## config.mk

```make
export PLATFORM = sky130hd
export DESIGN_NAME = asfur_ctrl
export DESIGN_NICKNAME = d
export VERILOG_FILES = /design/src/sv/asfur_pkg.sv /design/src/sv/asfur_ctrl.sv
export SDC_FILE = /design/constraint.sdc
export NUM_CORES = 1
export LEC_CHECK = 0
export BUFFER_PORTS_ARGS = -buffer_cell sky130_fd_sc_hd__buf_4
export CAP_MARGIN = 0
export CORE_AREA = 2 2 39 41
export CTS_CLUSTER_DIAMETER = 150
export DETAILED_ROUTE_END_ITERATION = 8
export DIE_AREA = 0 0 41 43
export GPL_ROUTABILITY_DRIVEN = 0
export PLACE_DENSITY = 0.76
export SYNTH_ARGS = -nofsm -noshare
export SYNTH_HDL_FRONTEND = slang
export SYNTH_SLANG_ARGS = --single-unit
```

## constraint.sdc

```tcl
create_clock -name clk -period 4.2 [get_ports clk]
set_input_delay 0.84 -clock clk [delete_from_list [all_inputs] [get_ports clk]]
set_output_delay 0.84 -clock clk [all_outputs]
set_load 0.1 [all_outputs]
```

## src/sv/asfur_pkg.sv

```systemverilog
// shared types and constants for the audio sample fifo with underrun replay
`default_nettype none

package asfur_pkg;

  localparam int FUNC_W   = 3;
  localparam int SAMPLE_W = 16;
  localparam int COUNT_W  = 13;
  localparam int CH_W     = 2;
  localparam int BLK_W    = 12;
  localparam int ADDR_W   = 3;
  localparam int DATA_W   = 32;

  localparam logic [CH_W-1:0]  CH_RESET  = 2'd1;
  localparam logic [BLK_W-1:0] BLK_RESET = 12'd512;

  typedef enum logic [FUNC_W-1:0] {
    FUNC_PUSH    = 3'd0,
    FUNC_SILENCE = 3'd1,
    FUNC_READ    = 3'd2,
    FUNC_SKIP    = 3'd3,
    FUNC_PAUSE   = 3'd4
  } func_t;

  typedef enum logic [0:0] {
    REG_CHANNELS = 1'b0,
    REG_BLOCK    = 1'b1
  } reg_idx_t;

  typedef enum logic [3:0] {
    ST_CLEAR,
    ST_IDLE,
    ST_DECODE,
    ST_EMIT,
    ST_FILL,
    ST_ZERO,
    ST_RD_NEXT,
    ST_RD_ADDR,
    ST_RD_DATA,
    ST_REWIND
  } state_t;

  typedef struct packed {
    logic clear_wr;
    logic latch;
    logic exec;
    logic fill_step;
    logic rd_issue;
    logic rd_load;
    logic rewind;
    logic zero_load;
    logic stat_load;
  } cmd_t;

  typedef struct packed {
    logic              clr_done;
    logic              slot_free;
    logic [FUNC_W-1:0] func;
    logic              paused;
    logic              burst_zero;
    logic              avail_zero;
    logic              fill_left_zero;
    logic              burst_last;
    logic              replay;
  } status_t;

endpackage

`default_nettype wire

```

## src/sv/asfur_ctrl.sv

```systemverilog
// controller state machine sequencing each operation over the datapath
`default_nettype none

module asfur_ctrl
  import asfur_pkg::*;
(
  input  wire logic    clk,
  input  wire logic    rst,
  input  wire logic    in_valid,
  output logic         in_ready,
  input  wire status_t status,
  output cmd_t         cmd
);

  state_t state;
  state_t state_next;

  always_ff @(posedge clk) begin
    if (rst) begin
      state <= ST_CLEAR;
    end else begin
      state <= state_next;
    end
  end

  always_comb begin
    state_next = state;
    case (state)
      ST_CLEAR: begin
        if (status.clr_done) begin
          state_next = ST_IDLE;
        end
      end
      ST_IDLE: begin
        if (in_valid) begin
          state_next = ST_DECODE;
        end
      end
      ST_DECODE: begin
        case (status.func)
          FUNC_SILENCE: state_next = ST_FILL;
          FUNC_READ: begin
            if (status.burst_zero) begin
              state_next = ST_IDLE;
            end else if (status.paused) begin
              state_next = ST_ZERO;
            end else begin
              state_next = ST_RD_NEXT;
            end
          end
          default: state_next = ST_EMIT;
        endcase
      end
      ST_FILL: begin
        if (status.fill_left_zero) begin
          state_next = ST_EMIT;
        end
      end
      ST_EMIT: begin
        if (status.slot_free) begin
          state_next = ST_IDLE;
        end
      end
      ST_ZERO: begin
        if (status.slot_free && status.burst_last) begin
          state_next = ST_IDLE;
        end
      end
      ST_RD_NEXT: begin
        if (!status.replay && status.avail_zero) begin
          state_next = ST_REWIND;
        end else begin
          state_next = ST_RD_ADDR;
        end
      end
      ST_REWIND:  state_next = ST_RD_ADDR;
      ST_RD_ADDR: state_next = ST_RD_DATA;
      ST_RD_DATA: begin
        if (status.slot_free) begin
          if (status.burst_last) begin
            state_next = ST_IDLE;
          end else if (status.replay || !status.avail_zero) begin
            state_next = ST_RD_ADDR;
          end else begin
            state_next = ST_REWIND;
          end
        end
      end
      default: state_next = ST_IDLE;
    endcase
  end

  always_comb begin
    cmd      = '0;
    in_ready = 1'b0;
    case (state)
      ST_CLEAR: cmd.clear_wr = 1'b1;
      ST_IDLE: begin
        in_ready  = 1'b1;
        cmd.latch = in_valid;
      end
      ST_DECODE:  cmd.exec      = 1'b1;
      ST_FILL:    cmd.fill_step = !status.fill_left_zero;
      ST_EMIT:    cmd.stat_load = status.slot_free;
      ST_ZERO:    cmd.zero_load = status.slot_free;
      ST_REWIND:  cmd.rewind    = 1'b1;
      ST_RD_ADDR: cmd.rd_issue  = 1'b1;
      ST_RD_DATA: cmd.rd_load   = status.slot_free;
      default: ;
    endcase
  end

endmodule

`default_nettype wire

```

Yosys cells after proc, flatten, opt, wreduce, memory -nomap -nowiden
Cells that the tools add are included.
{"block": "totals", "register_bits": 4, "inputBits": 14, "output_inout_bits": 10, "wordCells": 49}
{"block": "classes", "eq_ne": 17, "mux": 23, "n_reduce_logical": 8}
{"cell": "case mux 4 bit (10 select lines)", "n": 1}
{"cell": "two-way mux 4 bit", "n": 9}
{"cell": "equality test 4 x 3 -> 1 bit (second input constant)", "n": 4}
{"cell": "!= test 2 bit (second input constant)", "n": 6}
{"cell": "two-way mux 1 bit", "n": 10}
{"cell": "equality test 4 x 2 -> 1 bit (second input constant)", "n": 2}
{"cell": "equality test 4 bit (second input constant)", "n": 2}
{"cell": "case mux 3 bit (2 select lines)", "n": 1}
{"cell": "AND reduction 6 bit", "n": 1}
{"cell": "equality test 4 x 1 -> 1 bit (second input constant)", "n": 1}
{"cell": "logical NOT 4 bit", "n": 1}
{"cell": "equality test 3 x 1 -> 1 bit (second input constant)", "n": 1}
{"cell": "equality test 3 x 2 -> 1 bit (second input constant)", "n": 1}
{"cell": "logical NOT 1 bit", "n": 3}
{"cell": "two-way mux 3 bit", "n": 1}
{"cell": "logical AND 1 bit", "n": 2}
{"cell": "two-way mux 2 bit", "n": 1}
{"cell": "logical OR 1 bit", "n": 1}

Depth between registers and ports, before layout
Gate-level depths: netlist (run 1).
{"block": "depth", "ltp_word": 6, "ltp_mapped": 6, "ltp_nobuf": 4}

Worst setup path before layout (run 1)
No wires, ideal clock.
{"block": "synth_path", "kind": "reg2out", "start": "register state[0]", "end": "output cmd[6] (netlist name)", "arrival_time_ns": 3.675, "t_required_ns": 3.360, "path_slack_ns": -0.315, "path_stages_with_launch": 3, "path_buffers": 1, "path_cell_list": "dfxtp_1 -> buf_6 -> nor4b_1"}
{"element": "start: declaration", "line": "asfur_ctrl.sv:15", "text": "state_t state;"}
{"element": "start signal: assignment", "line": "asfur_ctrl.sv:22", "text": "state <= state_next;"}
{"element": "end: declaration", "line": "asfur_ctrl.sv:12", "text": "output cmd_t cmd"}

==> flow_metrics.py, run 1 <==
metrics = {
    "run_status": {
        "outcome": "complete, no violations",
    },
    "logic_synthesis": {
        "synthArstFlopShare": 0,
        "ys_ff_latch": 4,
        "syn-mean-instance-area_um2": 7.541,
        "ys_warn_count": 0,
        "ys.flop_type": "dfxtp_1",
        "synth_edf_count": 0,
        "syn_nets": 87,
        "ys_types": 38,
        "ys_seq_area_frac": 0.1455,
        "syn_area_um2": 550.5,
        "syn_inst": 73,
    },
    "route": {
        "vias": 646,
        "drc": 0,
        "drtIter0Drc": 10,
        "dr.pass1.iters": 4,
        "ant_nets": 0,
        "vias_per_cell": 5.927,
        "avgRoutedWirePerCell_um": 12.94,
        "drt_wl_total_um": 1410,
    },
    "placement": {
        "portBuffers": 23,
        "place_inst": 106,
        "hpwlAfterDp_um": 1076,
    },
    "setup_path": {
        "path_delay_family": "flip-flops",
        "worst_ep_arrival_time_ps": 1820,
        "critPathSlowestCell": "dfxtp_1",
        "required_ps": 3360,
        "start_kind": "flop",
        "cp_max_fo": 17,
        "max_stage_delay_ps": 680,
        "crit_chain": "or4b_1, nor2_1, buf_4",
        "critPathCaptureType": "output port",
        "path_class": "flop to output port",
        "path_buf_inv": 1,
    },
    "layout": {
        "nets": 109,
        "instances_no_fill": 109,
        "largest_reg_flops": 4,
        "regMostFlops": "state",
        "antenna_cells": 0,
        "area_growth_pct": 35.00,
        "largestRegisters": "state x4",
        "nFillCells": 121,
        "drive_above_1_share": 0.3441,
        "utilization": 0.5371,
    },
    "clocking": {
        "cts_sinks": 4,
        "cts_tree": "yes",
        "hold_buffers": 0,
        "cts_resized": 0,
        "clock_latency_ps": 230,
        "h-tree-depth": 1,
        "cts_root_buf": "clkbuf_4",
        "postCtsSetupBuffers": 0,
        "cts_buffers": 3,
        "clockBufferDepth": 2,
        "clk_pin_slew_ps": 40,
    },
    "power_and_ir_drop": {
        "comb_power_share": 0.493,
        "p_switching_w": 0.00008646,
        "power_frac_seq": 0.266,
        "irDropWorstVdd_v": 0.0002404,
        "swShare": 0.4528,
        "p_per_area_mw_per_mm2": 256.9,
        "power_frac_clock": 0.242,
        "p_int_w": 0.0001045,
        "power.leakage_nw": 0.3022,
    },
    "global_route": {
        "gr-total-overflow": 0,
        "grt_pass1_wl_um": 2159,
        "grt_pass1_vias": 524,
        "grt_antenna_before_repair": 0,
        "grt_max_degree": 19,
        "gr-usage-all-layers": 0.1717,
    },
    "sta": {
        "rsz0062_at_grt": "false",
        "fmax_ghz": 0.3757,
        "tightest_slew_ps": 581.4,
        "fin_tns_setup_ps": 0,
        "setup-violations-final": 0,
        "post-route-period-util": 0.6337,
        "finalHoldViolations": 0,
        "fin_crit_ps": 2662,
        "maxSlewViolCount": 0,
        "slew_headroom": 0.6119,
        "fin_worst_skew_ps": 3.450,
    },
    "die": {
        "initial_utilization": 0.3978,
        "die_h_um": 43,
        "die_w_um": 41,
        "ios": 24,
        "fp.coreArea_mm2": 0.001384,
        "placementRows": 14,
        "dieArea_mm2": 0.001763,
    },
    "run": {
        "maxCapViolations": 0,
    },
    "worst_hold_path": {
        "min_path_type": "flop to flop",
    },
}
-- metal layers --
| metal | track usage | part of all wire |
|---|---|---|
| met1 | 0.2315 | 0.45 |
| met2 | 0.2719 | 0.46 |
| met4 | 0 | 0 |
| met3 | 0.06283 | 0.082 |
| met5 | 0 | 0 |
-- worst register-to-register path, cell delays in order (launching register included) --
cell and delay (ps):
dfxtp_1 600, or3b_1 420, or4_1 470, o31a_1 130, o31ai_2 170
-- worst paths after layout --
check	from	to	slack (ps)	depth (start not counted)
worst max-delay path	state[2]$_SDFFE_PP0P_	cmd[5]	1540	3
worst min-delay path	state[1]$_SDFFE_PP0P_	state[2]$_SDFFE_PP0P_	730	2
worst min register to register	state[1]$_SDFFE_PP0P_	state[2]$_SDFFE_PP0P_	730	2
worst max register to register	state[3]$_SDFFE_PP0P_	state[3]$_SDFFE_PP0P_	2320	4
-- cells in the final DEF (no fill, tap or decap), types with 2 or more instances in the layout --
cell and n:
a221oi_1 2, and3_1 2, buf_4 23, clkbuf_4 3, dfxtp_1 4, mux2i_1 3
nand2_1 6, nand2b_1 4, nand3b_1 3, nand4_1 2, nor2_1 7, nor2b_1 3
nor3b_1 2, o21a_1 3, o31a_1 2, or4_1 2, or4b_2 2
-- metrics by stage --
step                cell area (um2)  setup WS [ps]  total power [W]  hold WS (ps)
detailed placement            720.7           1789        0.0001456         737.2
global placement              720.7           1820        0.0001441         726.7
CTS                           743.2           1536        0.0001944         735.8
finish                        743.2           1538        0.0001909         731.0
floorplan                     563.0          224.0        0.0001235         646.3
global route                  743.2           1435        0.0002063         782.7
-- kinds of logic after synthesis --
group,share of synthesized area
AO/OA/AOI/OAI,0.2296
XOR/XNOR,0.01591
buffers and inverters,0.07044
flip-flops,0.1455
multiplexers,0.05455
AND/OR/NAND/NOR,0.4841
-- final cells by class --
class / instances / area (um2) / area share
sequential: 4 / 80.08 / 0.1077
timing repair buffer: 23 / 172.7 / 0.2323
inverter: 1 / 3.754 / 0.005051
tap: 16 / 20.02 / 0.02694
clock buffer: 3 / 22.52 / 0.03030
multi-input combinational: 62 / 444.2 / 0.5976
-- cell usage after synthesis, types with 2 or more instances --
library cell	number	area (um2)
nand2b_1	4	25.02
o31a_1	2	17.52
nor2_1	7	26.28
nand3b_1	3	22.52
or4b_2	2	20.02
dfxtp_1	4	80.08
nand4_1	2	12.51
nor2b_1	3	18.77
or4_1	2	15.01
o21a_1	3	22.52
nor3b_1	2	15.01
mux2i_1	3	30.03
and3_1	2	12.51
buf_2	4	20.02
nand2_1	6	22.52
a221oi_1	2	17.52
-- power by group through the flow --
stage          clock network (W)  registers (W)   logic, W
6_report               0.0000461      0.0000507  0.0000941
5_1_grt                0.0000543      0.0000515   0.000100
4_1_cts                0.0000491      0.0000507  0.0000946
3_5_place_dp                   0      0.0000513  0.0000943
3_3_place_gp                   0      0.0000510  0.0000931
2_1_floorplan                  0      0.0000422  0.0000813
Note: power is estimated with default switching activity, not from simulation.
==> inputs of run 2 (changes only) <==
CORE_AREA = unset   (was 2 2 39 41)
CORE_MARGIN = 2   (was unset)
CORE_UTILIZATION = 41   (was unset)
DIE_AREA = unset   (was 0 0 41 43)
PLACE_DENSITY = 0.78   (was 0.76)
clock period = 2.25 ns   (was 4.2 ns; I/O delays follow)
==> flow_metrics.py, run 2 (same netlist as run 1, synthesis figures left out) <==
metrics = {
    "run_status": {
        "outcome": "complete, no violations",
    },
    "run": {
        "maxCapViolations": 0,
    },
    "layout": {
        "nets": 112,
        "largestRegisters": "state x4",
        "final_common_cell": "buf_4",
        "instances_no_fill": 111,
        "largest_reg_flops": 4,
        "drive_above_1_share": 0.4271,
        "final_cell_mix": "buf_4 (25), nand2_1 (6), nor2_1 (4), nand2b_1 (4), dfxtp_1 (4)",
        "area_growth_pct": 50.23,
        "nFillCells": 125,
        "antenna_cells": 0,
        "regMostFlops": "state",
    },
    "route": {
        "drtIter0Drc": 5,
        "vias": 643,
        "drc": 0,
        "wl_met3_um": 51,
        "avgRoutedWirePerCell_um": 13.53,
        "dr_wl_met2_um": 785,
        "vias_per_cell": 5.793,
        "ant_nets": 0,
        "drt_wl_total_um": 1502,
        "wl_met1_um": 665,
        "top_layer": "met3",
        "dr.pass1.iters": 4,
    },
    "die": {
        "fp.coreArea_mm2": 0.001285,
        "initial_utilization": 0.4284,
        "placementRows": 13,
        "die_h_um": 40.65,
        "dieArea_mm2": 0.001652,
        "ios": 24,
        "die_w_um": 40.65,
    },
    "clocking": {
        "clock_latency_ps": 240,
        "cts_resized": 0,
        "clk_pin_slew_ps": 50,
        "postCtsSetupBuffers": 0,
        "cts_buffers": 3,
        "clockBufferDepth": 2,
        "h-tree-depth": 1,
        "cts_sinks": 4,
        "cts_tree": "yes",
        "hold_buffers": 0,
        "cts_root_buf": "clkbuf_4",
    },
    "sta": {
        "postLayoutSetupSlackWorst_ps": 105.2,
        "fmax_ghz": 0.4662,
        "rsz0062_at_grt": "false",
        "fin_worst_skew_ps": 10.11,
        "finalHoldViolations": 0,
        "tightest_slew_ps": 510.2,
        "post-route-period-util": 0.9533,
        "fin_crit_ps": 2145,
        "slew_headroom": 0.6594,
        "fin_tns_setup_ps": 0,
        "setup-violations-final": 0,
        "maxSlewViolCount": 0,
    },
    "placement": {
        "hpwlAfterDp_um": 1197,
        "dp_slack_ps": 318.3,
        "place_inst": 108,
        "portBuffers": 23,
    },
    "power_and_ir_drop": {
        "p_per_area_mw_per_mm2": 464.4,
        "irDropWorstVdd_v": 0.0003249,
        "power.leakage_nw": 0.3288,
    },
    "setup_path": {
        "critPathCaptureType": "output port",
        "cp_max_fo": 15,
        "crit_end": "cmd[5]",
        "worst_ep_arrival_time_ps": 1690,
        "path_class": "flop to output port",
        "cp-startpoint": "state[3]$_SDFFE_PP0P_",
        "reg2reg_slack_ps": 280,
        "start_kind": "flop",
        "required_ps": 1800,
        "r2r-start": "state[3]$_SDFFE_PP0P_",
        "rr_worst_depth": 4,
        "timing.rr.end": "state[2]$_SDFFE_PP0P_",
    },
    "worst_hold_path": {
        "hold_start": "rst",
        "min_path_type": "input pin to flop",
    },
    "global_route": {
        "gr-total-overflow": 0,
        "grt_pass1_vias": 528,
        "grt_max_degree": 16,
        "gr-usage-all-layers": 0.2104,
        "grt_pass1_wl_um": 2332,
        "grt_antenna_before_repair": 0,
    },
}
## run 2: cell count changes in the layout (fill, tap and decap cells not counted), sizes merged
cell	before	now
buf	23	26
## run 2: critical path: stages (launching register included)
cell     delay (ps)
dfxtp_1         460
or4b_1          640
nor2_2          120
buf_6           230
## run 2: through the flow
stage	hold slack (ps)	instance area (um2)	utilization	total power [W]
4_1_cts	428.5	823.3	0.6407	0.0003881
2_1_floorplan	528.7	623.1	-	0.0002464
3_5_place_dp	648.1	800.8	0.6232	0.0002929
5_1_grt	437.4	827.0	0.6436	0.0004035
3_3_place_gp	650.9	800.8	0.6232	0.0002913
6_report	434.4	827.0	0.6436	0.0003841
## run 2: worst min-delay path by stage
stage	to	slack, ps	cells after the start
3_3_place_gp	state[0]$_SDFFE_PP0P_	650	2
6_report	state[1]$_SDFFE_PP0P_	430	2
4_1_cts	state[1]$_SDFFE_PP0P_	430	2
5_1_grt	state[1]$_SDFFE_PP0P_	440	2
3_5_place_dp	state[0]$_SDFFE_PP0P_	650	2
2_1_floorplan	state[1]$_SDFFE_PP0P_	530	1
## run 2: layer usage
layer,track usage,vias up
li1,-,327
met4,0,0
met3,0.04891,0
met1,0.2730,302
met5,0,-
met2,0.3730,14
## run 2: area by class of cell
class	count	area (um2)	area share
sequential	4	80.08	0.09682
tap	15	18.77	0.02269
timing repair buffer	26	198.9	0.2405
inverter	1	3.754	0.004539
clock buffer	3	22.52	0.02723
multi-input combinational	62	503.0	0.6082
## run 2: power breakdown
group / internal, W / total (W) / switching (W) / leakage (nW)
Clock: 0.0000599 / 0.0000926 / 0.0000326 / 0.0138
Combinational: 0.0000710 / 0.000202 / 0.000131 / 0.282
Sequential: 0.0000754 / 0.0000896 / 0.0000141 / 0.0325
