## src/sv/asfur_pkg.sv

```systemverilog
// shared types and constants for the audio sample fifo with underrun replay
`default_nettype none

package asfur_pkg;

  localparam int FUNC_W   = 3;
  localparam int SAMPLE_W = 16;
  localparam int COUNT_W  = 13;
  localparam int CH_W     = 2;
  localparam int BLK_W    = 12;
  localparam int ADDR_W   = 3;
  localparam int DATA_W   = 32;

  localparam logic [CH_W-1:0]  CH_RESET  = 2'd1;
  localparam logic [BLK_W-1:0] BLK_RESET = 12'd512;

  typedef enum logic [FUNC_W-1:0] {
    FUNC_PUSH    = 3'd0,
    FUNC_SILENCE = 3'd1,
    FUNC_READ    = 3'd2,
    FUNC_SKIP    = 3'd3,
    FUNC_PAUSE   = 3'd4
  } func_t;

  typedef enum logic [0:0] {
    REG_CHANNELS = 1'b0,
    REG_BLOCK    = 1'b1
  } reg_idx_t;

  typedef enum logic [3:0] {
    ST_CLEAR,
    ST_IDLE,
    ST_DECODE,
    ST_EMIT,
    ST_FILL,
    ST_ZERO,
    ST_RD_NEXT,
    ST_RD_ADDR,
    ST_RD_DATA,
    ST_REWIND
  } state_t;

  typedef struct packed {
    logic clear_wr;
    logic latch;
    logic exec;
    logic fill_step;
    logic rd_issue;
    logic rd_load;
    logic rewind;
    logic zero_load;
    logic stat_load;
  } cmd_t;

  typedef struct packed {
    logic              clr_done;
    logic              slot_free;
    logic [FUNC_W-1:0] func;
    logic              paused;
    logic              burst_zero;
    logic              avail_zero;
    logic              fill_left_zero;
    logic              burst_last;
    logic              replay;
  } status_t;

endpackage

`default_nettype wire

```

## src/sv/asfur_regs.sv

```systemverilog
// configuration registers behind the apb-style port
`default_nettype none

module asfur_regs
  import asfur_pkg::*;
(
  input  wire logic              clk,
  input  wire logic              rst,
  input  wire logic              psel,
  input  wire logic              penable,
  input  wire logic              pwrite,
  input  wire logic [ADDR_W-1:0] paddr,
  input  wire logic [DATA_W-1:0] pwdata,
  output logic      [DATA_W-1:0] prdata,
  output logic                   pready,
  output logic      [CH_W-1:0]   channel_count,
  output logic      [BLK_W-1:0]  block_frames
);

  logic     wr;
  reg_idx_t idx;

  assign pready = 1'b1;
  assign wr     = psel && penable && pwrite && pready;
  assign idx    = reg_idx_t'(paddr[2]);

  always_ff @(posedge clk) begin
    if (rst) begin
      channel_count <= CH_RESET;
      block_frames  <= BLK_RESET;
    end else if (wr) begin
      case (idx)
        REG_CHANNELS: channel_count <= pwdata[CH_W-1:0];
        REG_BLOCK:    block_frames  <= pwdata[BLK_W-1:0];
        default: ;
      endcase
    end
  end

  always_comb begin
    case (idx)
      REG_CHANNELS: prdata = DATA_W'(channel_count);
      REG_BLOCK:    prdata = DATA_W'(block_frames);
      default:      prdata = '0;
    endcase
  end

endmodule

`default_nettype wire

```

## config.mk

```make
export PLATFORM = sky130hd
export DESIGN_NAME = asfur_regs
export DESIGN_NICKNAME = d
export VERILOG_FILES = /design/src/sv/asfur_pkg.sv /design/src/sv/asfur_regs.sv
export SDC_FILE = /design/constraint.sdc
export NUM_CORES = 1
export LEC_CHECK = 0
export BUFFER_PORTS_ARGS = -buffer_cell sky130_fd_sc_hd__clkbuf_2
export CORE_MARGIN = 5
export CORE_UTILIZATION = 35
export DETAILED_ROUTE_END_ITERATION = 8
export PLACE_DENSITY = 0.75
export SYNTH_ARGS = -nofsm -noshare
export SYNTH_HDL_FRONTEND = slang
export SYNTH_SLANG_ARGS = --single-unit
```

## constraint.sdc

```tcl
create_clock -name clk -period 2.2 [get_ports clk]
set_input_delay 0.22 -clock clk [delete_from_list [all_inputs] [get_ports clk]]
set_output_delay 0.22 -clock clk [all_outputs]
set_load 0.02 [all_outputs]
```

Word level (Yosys, flattened, before mapping)
Cells that the tools add are included.
{"block": "classes", "n_mux": 1, "bitwise_logic": 1, "reduce_logical": 4}
{"cell": "$pmux W32 S2", "count": 1}
{"cell": "$reduce_and A2 Y1", "count": 2}
{"cell": "$logic_and A1 B1 Y1", "count": 2}
{"cell": "$not A1 Y1", "count": 1}
{"block": "totals", "ff_bits": 14, "input_bits": 40, "output_inout_bits": 47, "word_cells": 8}

Depth between registers and ports, before layout
Gate-level depths: netlist (run 1).
{"block": "logic_depth", "word_depth": 3, "mapped_depth": 4, "depth_no_buf": 2}

Least setup slack after synthesis (run 1)
Ideal clock, no wire load.
{"block": "synth_timing", "kind": "reg2out", "start": "register block_frames[0]", "end": "output port prdata[0]", "arrival_time_ns": 0.699, "required_time_ns": 1.980, "path_slack_ns": 1.281, "stages_incl_launch_ff": 2, "n_path_buf": 0, "cell_sequence": "dfxtp_1 > mux2_2"}
{"block": "synth_via", "elab_chain_len": 1}
{"item": "start: declaration", "line": "asfur_regs.sv:17", "text": "output logic [BLK_W-1:0] block_frames"}
{"item": "start signal: assignment", "line": "asfur_regs.sv:34", "text": "REG_BLOCK: block_frames <= pwdata[BLK_W-1:0];"}
{"item": "$pmux W32 S2", "line": "asfur_regs.sv:41", "text": "case (idx)"}
{"item": "end: declaration", "line": "asfur_regs.sv:14", "text": "output logic [DATA_W-1:0] prdata,"}
Every way passes these cells. The select of a mux whose other input is x is not followed.

Worst setup path after layout (run 1)
{"block": "layout_timing", "start": "register channel_count[1]", "end": "output port prdata[1]"}
{"block": "layout_via", "elab_chain_len": 1}
{"item": "start: declaration", "line": "asfur_regs.sv:16", "text": "output logic [CH_W-1:0] channel_count,"}
{"item": "start signal: assignment", "line": "asfur_regs.sv:33", "text": "REG_CHANNELS: channel_count <= pwdata[CH_W-1:0];"}
{"item": "$pmux W32 S2", "line": "asfur_regs.sv:41"}
Every way passes these cells. The select of a mux whose other input is x is not followed.

==> reports/results.txt, run 1 <==
CTS tree -> yes
post-synthesis register bit count -> 14
IO Count -> 87
Switch Pwr -> 0.158 mW
setup TNS -> 0 ps
Sink Count -> 14
die height -> 60.4 um
CP max FO -> 3
vias in the first global route -> 646
Inserted Diodes -> 0
pin count of the biggest net entering global routing -> 28
simple logic cell fraction of the synthesized area -> 0.269
FF-to-FF End -> block_frames[8]$_SDFFE_PP0P_
synth unique cells -> 13
Post-CTS Resized -> 0
Placed Instances -> 164
Initial Utilization -> 0.362
initial detailed-routing violation count -> 10
worst reg2reg startpoint -> block_frames[8]$_SDFFE_PP0P_
first-pass GRT wire length -> 2760 um
Remaining Overflow, GRT -> 0
Vias/cell -> 4.11
antenna-violating nets left -> 0
Via Count -> 691
GRT Util Overall -> 0.0983
largest buffer count on any clock path -> 2
Logic pwr share -> 0.192
Detail Placement HPWL -> 1450 um
endpoints failing hold -> 0
core area -> 0.00245 mm^2
Remaining DRCs -> 0
outcome -> complete, no violations
startpoint types -> flop
Area after DPL -> 0.00102 mm^2
share of layout cells above drive strength 1 -> 0.362
die area -> 0.00365 mm^2
post-synthesis mux area share -> 0.183
clock root cell -> clkbuf_4
Data required, critical path -> 1980 ps
xor/xnor share of the synthesized area -> 0
initial antenna violation count -> 0
MaxCap Viol Count -> 0
Cells after Synth -> 97
drt pass-1 iters -> 4
peak supply drop -> 0.000284 V
Hold WS -> 179 ps
post-CTS setup buffer count -> 0
post-synthesis adder-cell area fraction -> 0
fin. max-slew vios -> 0
final setup fails -> 0
Layout Cells excl Fill -> 168
# nets final -> 179
Power Density -> 523 mW/mm^2
compound-cell area share of the yosys netlist -> 0
GP Congestion -> 0.631
clock slew at reported path FFs -> 90 ps
min Tclk post-route -> 1250 ps
cell area after layout -> 0.00106 mm^2
R2R Setup Slk -> 1580 ps
post-route clock skew -> 0 ps
Crit Path Class -> flop to primary output
Routed WL -> 1780 um
r2r worst-path depth -> 2
largest family of logic cells by synthesized area -> simple AND/OR/NAND/NOR gates
Warnings, synthesis -> 0
Hold Crit Endpoint -> block_frames[4]$_SDFFE_PP0P_
IO Port Bufs -> 43
Net Sw Frac -> 0.286
# fillers -> 261
WL per Instance -> 10.6 um
clock share of power -> 0.333
FP Rows -> 18
cts bufs inserted -> 3
Internal -> 0.395 mW
later-pin clock latency in the skew report -> 270 ps
cell area after synthesis -> 890 um^2
CP Capture Type -> primary output
Hold Path Class -> primary input to flop
RSZ-0062 raised after global routing -> false
f_max -> 799 MHz
leak pwr -> 0.534 nW
hold_sp -> pwdata[4]
average size of a mapped cell -> 9.17 um^2
Hold Crit Depth -> 3
Pwr Total -> 0.553 mW
fin crit share -> 0.569
WP data arrival -> 1030 ps
sequential-to-total area share from yosys stat -> 0.315
Hold-fix buffers, CTS -> 0
Seq pwr share -> 0.475
Die X -> 60.4 um
Syn-to-layout area delta -> 18.8%
H-tree depth -> 1
## per-stage QoR
step | setup slack, ps | utilization
6_report | 949 | 0.431
2_1_floorplan | 1280 | -
3_5_place_dp | 950 | 0.416
5_1_grt | 879 | 0.431
4_1_cts | 919 | 0.431
3_3_place_gp | 993 | 0.416
## state kept, by name, summed over array words and instances, names as in the netlist
register and count:
block_frames 12, channel_count 2
## Yosys cell counts (all sizes together)
cell     n  share of area
nand4b   1         0.0098
buf     23           0.21
conb     2         0.0084
mux2i   14           0.16
nor2     4          0.017
and2    10          0.070
and4     1         0.0098
mux2     2          0.025
dfxtp   14           0.32
clkbuf   3          0.013
nand2b  23           0.16
## cells in the final DEF, fill, tap and decap left out
cell	n
mux2i_1	14
mux2_2	2
dfxtp_1	14
and2_1	10
clkbuf_4	3
clkbuf_2	43
nor2_1	4
buf_4	1
nand4b_1	1
and4_1	1
nand2b_1	23
conb_1	21
clkbuf_8	1
## logic make-up (layout without fill, tap and decap cells)
kind of cell | Yosys count | after routing
and+or+nand+nor | 39 | 39
muxes | 16 | 16
buffers and inverters | 26 | 48
DFF | 14 | 14
other | 2 | 21
## worst max-delay path, cell delays in order (launching register included)
cell and delay, ps:
dfxtp_1 340, mux2_2 260, clkbuf_2 160
## layer usage
layer,global-route usage,share of wire,vias up
met2,0.174,0.49,34
met4,0.0186,0,0
met5,0,0,-
met3,0.0340,0.12,0
met1,0.116,0.38,307
li1,-,-,350
## power by group through the flow
stage / Sequential, mW / Combinational, mW / Clock [mW]
after floorplan: 0.275 / 0.0994 / 0
after global placement: 0.268 / 0.105 / 0
after detailed placement: 0.269 / 0.107 / 0
after CTS: 0.263 / 0.107 / 0.198
after global routing: 0.264 / 0.117 / 0.215
final: 0.263 / 0.106 / 0.184
## cell type report
| class | count | area [um^2] | share of cell area |
|---|---|---|---|
| clock buffers | 4 | 36.3 | 0.0343 |
| well taps | 30 | 37.5 | 0.0355 |
| repair buffers | 44 | 223 | 0.211 |
| multi-input cells | 76 | 480 | 0.454 |
| flip-flops and latches | 14 | 280 | 0.265 |
## worst max path at each step
stage	slack [ps]	endpoint	cells after the start	startpoint
floorplan	1280	prdata[0]	1	block_frames[0]$_SDFFE_PP0P_
global placement	990	block_frames[6]$_SDFFE_PP0P_	4	paddr[2]
detailed placement	950	block_frames[8]$_SDFFE_PP0P_	4	paddr[2]
CTS	920	prdata[1]	2	channel_count[1]$_SDFFE_PP0P_
global route	880	prdata[1]	2	channel_count[1]$_SDFFE_PP0P_
finish	950	prdata[1]	2	channel_count[1]$_SDFFE_PP0P_
Power figures use the tool's default switching activity.
==> run 2: changes to the inputs <==
CORE_UTILIZATION = 32   (was 35)
PLACE_DENSITY = 0.72   (was 0.75)
clock period = 1.04 ns   (was 2.2 ns; I/O delays follow)
==> run 2 against run 1 <==
Compared with the run above: the flow now finishes with violations (setup timing); via count rose by 6.1%; non-clock buffer count rose by 8; clock-buffer cell count fell by 1; clock skew did not move; clock power rose by 60%; sequential share of layout area fell by 0.97 points; first-iteration DRC count rose to 3.4 times the previous value; cell area rose by 10%; cell count rose by 4.8%; sequential power rose by 110%; register-to-register slack got worse by 1300 ps; power rose by 100%; largest cell class unchanged; highest routed layer is now met4.
==> reports/results.txt, run 2 (synthesis results as in run 1) <==
H-tree depth -> 1 (unchanged)
Seq pwr share -> 0.503 (+0.028)
clock share of power -> 0.265 (-0.068)
failing checks -> setup timing
CP bufs+invs -> 1 (unchanged)
GP Congestion -> 0.748 (+19%)
# nets final -> 187 (+4.5%)
Place WS -> 127 ps (-823 ps)
peak supply drop -> 0.000596 V (+110%)
Remaining Overflow, GRT -> 0 (unchanged)
share of layout cells above drive strength 1 -> 0.490 (+0.127)
clock slew at reported path FFs -> 80 ps (about the same)
CTS tree -> yes
delay-heaviest family, CP -> flip-flops
Vias/cell -> 4.16 (+1.3%)
Sink Count -> 14 (unchanged)
Internal -> 0.783 mW (+98%)
Initial Utilization -> 0.328 (-0.0341)
# fillers -> 287 (+10%)
MaxCap Viol Count -> 0 (unchanged)
vias in the first global route -> 723 (+12%)
Switch Pwr -> 0.325 mW (+110%)
Detail Placement HPWL -> 1630 um (+12%)
pin count of the biggest net entering global routing -> 28 (unchanged)
initial antenna violation count -> 0 (unchanged)
IO Port Bufs -> 43 (unchanged)
top flop regs -> block_frames (12), channel_count (2)
f_max -> 908 MHz
setup ws final -> -61.1 ps (-1010 ps)
final setup fails -> 2 (+2)
die height -> 62.7 um (+3.8%)
Hold-fix buffers, CTS -> 0 (unchanged)
Syn-to-layout area delta -> 31.1%
fin crit share -> 1.06
sequential cell area -> 298 um^2 (+6.3%)
Crit Path Class -> flop to primary output
Placed Instances -> 169 (+3.0%)
Top Layer Used -> met4
Via Count -> 733 (+6.1%)
core area -> 0.00271 mm^2 (+10%)
Inserted Diodes -> 0 (unchanged)
endpoints failing hold -> 0 (unchanged)
startpoint types -> flop
initial detailed-routing violation count -> 34 (+24)
WL per Instance -> 11.6 um (+10%)
Routed WL -> 2050 um (+15%)
outcome -> complete, but fails checks
max FFs per register -> 12 (unchanged)
Largest Register -> block_frames
cts bufs inserted -> 3 (unchanged)
Die X -> 62.7 um (+3.8%)
M1 wire length -> 687 um (+0.88%)
fin. max-slew vios -> 0 (unchanged)
Logic pwr share -> 0.232 (+0.040)
met3 routed WL -> 181 um (-18%)
drt pass-1 iters -> 3 (-1)
Net Sw Frac -> 0.293 (+0.00752)
CP max FO -> 2 (-1)
CP Capture Type -> primary output
Remaining DRCs -> 0 (unchanged)
min Tclk post-route -> 1100 ps
Hold Path Class -> primary input to flop
footprint of the multi-input gates -> 484 um^2 (+0.78%)
most frequent cells in the layout -> clkbuf_2, nand2b_1, conb_1
leading cell type in the layout, fill and taps excluded -> clkbuf_2
RSZ-0062 raised after global routing -> true
Pwr Total -> 1.11 mW (+100%)
met2 wire len -> 1150 um (+32%)
clock root cell -> clkbuf_4
WP data arrival -> 1000 ps (-30 ps)
post-route clock skew -> 0 ps (unchanged)
FP Rows -> 19 (+1)
largest buffer count on any clock path -> 2 (unchanged)
Hold WS -> 62.6 ps (-117 ps)
leak pwr -> 0.588 nW (+10%)
Power Density -> 950 mW/mm^2 (+82%)
die area -> 0.00393 mm^2 (+7.8%)
antenna-violating nets left -> 0 (unchanged)
first-pass GRT wire length -> 3210 um (+16%)
Critical Path Slowest Stage Cell -> dfxtp_2
GRT Util Overall -> 0.0997 (+0.00141)
CP cell instances -> mux2_4, buf_8
Data required, critical path -> 940 ps (-1040 ps)
CP max stage delay -> 330 ps (about the same)
Final Util -> 0.430 (about the same)
later-pin clock latency in the skew report -> 260 ps (about the same)
IO Count -> 87 (unchanged)
Layout Cells excl Fill -> 176 (+4.8%)
==> run 2: cell count changes in the layout (fill, tap and decap cells not counted), sizes merged <==
cell and delta:
clkbuf -11, buf +18
==> run 2: per-stage QoR <==
stage	TNS (ps)	instance area, um^2
final	-119	1170
after global routing	-194	1170
after floorplan	0	961
after CTS	-160	1150
after global placement	0	1060
after detailed placement	0	1060
==> run 2: power groups by stage <==
stage | Clock [mW] | Combinational (mW) | Sequential [mW]
floorplan | 0 | 0.210 | 0.582
global placement | 0 | 0.236 | 0.567
detailed placement | 0 | 0.242 | 0.569
CTS | 0.317 | 0.256 | 0.556
global route | 0.341 | 0.280 | 0.559
finish | 0.294 | 0.258 | 0.557
==> run 2: worst min-delay path, cell delays in order <==
cell	delay [ps]
clkbuf_2	80
nand2b_1	50
mux2i_1	60
==> run 2: final timing paths <==
check	start	endpoint	slack, ps	cells past startpoint
worst max-delay path	channel_count[1]$_SDFFE_PP0P_	prdata[1]	-60	2
worst min-delay path	pwdata[8]	block_frames[8]$_SDFFE_PP0P_	60	3
worst max register to register	channel_count[0]$_SDFFE_PP1P_	channel_count[0]$_SDFFE_PP1P_	300	3
worst min register to register	block_frames[3]$_SDFFE_PP0P_	block_frames[3]$_SDFFE_PP0P_	480	2
==> run 2: final cells by class <==
type	instances	area share
Timing Repair Buffer	52	0.277
Sequential cell	14	0.255
Multi-Input combinational cell	76	0.415
Tap cell	31	0.0333
Clock buffer	3	0.0193
==> run 2: metal layers <==
metal / GRT usage / up-vias
met4: 0.0265 / 0
met2: 0.189 / 34
met5: 0 / -
met3: 0.0414 / 2
met1: 0.0977 / 331
li1: - / 366
==> run 2: what timing repair did <==
action                                  CTS  global route
endpoints found under the setup margin    3            12
buffers inserted                          4             0
resized for setup                        11            21
pin swaps                                 0             0
==> run 3: changes to the inputs <==
CORE_ASPECT_RATIO = 1.4   (was not set)
==> run 3 against run 2 <==
Compared with the run above: the flow still finishes with violations (setup timing); critical path depth is the same; power up 0.22%; clock power is 2% higher; non-clock buffer count down 2; maximum frequency decreased by 1.2%; cell count grew 1.7%; cell area increased by 0.11%; combinational power shrank 2%; clock skew unchanged; sequential power is essentially flat; core utilization increased by 1.1 points.
==> reports/results.txt, run 3 (synthesis results as in run 1) <==
Hold WS -> 56.5 ps (-6.10 ps)
Crit Path Class -> flop to primary output
peak supply drop -> 0.000462 V (-22%)
core area -> 0.00264 mm^2 (-2.5%)
fin. max-slew vios -> 0 (unchanged)
CP Capture Type -> primary output
vias in the first global route -> 660 (-8.7%)
CP bufs+invs -> 1 (unchanged)
Critical Path Slowest Stage Cell -> dfxtp_2
cell area after layout -> 0.00117 mm^2 (+0.11%)
WP data arrival -> 1010 ps (about the same)
Sink Count -> 14 (unchanged)
Remaining Overflow, GRT -> 0 (unchanged)
top flop regs -> block_frames (12), channel_count (2)
Area after DPL -> 0.00105 mm^2 (-1.5%)
Layout Cells excl Fill -> 179 (+1.7%)
CP max stage delay -> 330 ps (about the same)
most frequent cells in the layout -> clkbuf_2, nand2b_1, conb_1
GP Congestion -> 0.645 (-14%)
Syn-to-layout area delta -> 31.2%
Hold-fix buffers, CTS -> 0 (unchanged)
pin count of the biggest net entering global routing -> 28 (unchanged)
startpoint types -> flop
FP Rows -> 22 (+3)
f_max -> 897 MHz (-1.2%)
GRT Util Overall -> 0.0963 (-0.00344)
IO Port Bufs -> 43 (unchanged)
CP max FO -> 2 (unchanged)
Power Density -> 951 mW/mm^2 (+0.11%)
Inserted Diodes -> 0 (unchanged)
initial antenna violation count -> 0 (unchanged)
# nets final -> 185 (-1.1%)
post-route clock skew -> 0 ps (unchanged)
Hold Crit Depth -> 3 (unchanged)
clock root cell -> clkbuf_4
outcome -> complete, but fails checks
failing checks -> setup timing
H-tree depth -> 1 (unchanged)
Pwr Total -> 1.11 mW (+0.22%)
leading cell type in the layout, fill and taps excluded -> clkbuf_2
r2r worst-path depth -> 3 (unchanged)
Data required, critical path -> 940 ps (about the same)
max FFs per register -> 12 (unchanged)
Routed WL -> 1940 um (-5.2%)
WL per Instance -> 10.8 um (-6.8%)
endpoints failing hold -> 0 (unchanged)
Detail Placement HPWL -> 1460 um (-11%)
Initial Utilization -> 0.337 (+0.00839)
Via Count -> 719 (-1.9%)
later-pin clock latency in the skew report -> 270 ps (about the same)
first-pass GRT wire length -> 2870 um (-11%)
RSZ-0062 raised after global routing -> true
drt pass-1 iters -> 3 (unchanged)
CTS tree -> yes
Hold Path Class -> primary input to flop
clock slew at reported path FFs -> 80 ps (about the same)
Place WS -> 89.6 ps (-37.4 ps)
min Tclk post-route -> 1110 ps (+13.8 ps)
delay-heaviest family, CP -> flip-flops
fin crit share -> 1.07 (+0.0133)
final setup fails -> 2 (unchanged)
Largest Register -> block_frames
die area -> 0.00395 mm^2 (+0.38%)
setup ws final -> -74.9 ps (-13.8 ps)
Placed Instances -> 171 (+1.2%)
die height -> 72.4 um (+15%)
setup TNS -> -136 ps (-17.1 ps)
Vias/cell -> 4.02 (-3.6%)
initial detailed-routing violation count -> 5 (-85%)
CP cell instances -> mux2_4, buf_8
share of layout cells above drive strength 1 -> 0.476 (-0.0141)
leak pwr -> 0.583 nW (-0.97%)
Final Util -> 0.442 (+0.0115)
MaxCap Viol Count -> 0 (unchanged)
IO Count -> 87 (unchanged)
WP depth -> 2 (unchanged)
largest buffer count on any clock path -> 2 (unchanged)
Remaining DRCs -> 0 (unchanged)
antenna-violating nets left -> 0 (unchanged)
cts bufs inserted -> 3 (unchanged)
Die X -> 54.6 um (-13%)
-- run 3: final timing paths --
path / start / slack (ps) / to
setup / recovery: channel_count[1]$_SDFFE_PP0P_ / -70 / prdata[1]
hold / removal: pwdata[3] / 60 / block_frames[3]$_SDFFE_PP0P_
hold reg to reg: block_frames[10]$_SDFFE_PP0P_ / 480 / block_frames[10]$_SDFFE_PP0P_
setup reg to reg: channel_count[0]$_SDFFE_PP1P_ / 320 / channel_count[0]$_SDFFE_PP1P_
-- run 3: routing by layer --
metal	global-route usage	vias up	routed length [um]
met2	0.168	30	1080
met4	0.0499	0	23
met3	0.0103	2	144
li1	-	357	-
met1	0.110	330	693
met5	0	-	0
-- run 3: report_power, final --
| group | switching (mW) | internal (mW) |
|---|---|---|
| sequential | 0.00718 | 0.549 |
| combinational | 0.156 | 0.0968 |
| clock | 0.167 | 0.134 |
-- run 3: layout make-up --
class	count	area [um^2]
fillers	287	1480
repair buffers	50	315
well taps	36	45.0
clock buffers	3	22.5
multi-input cells	76	488
flip-flops and latches	14	297
-- run 3: what timing repair did --
item	CTS	global route
setup endpoints to repair	6	12
gates resized for setup	14	18
buffers inserted	4	1
-- run 3: worst register-to-register path, stage by stage (launching register included) --
cell and delay [ps]:
dfxtp_2 320, buf_4 130, nor2_1 90, mux2i_1 80
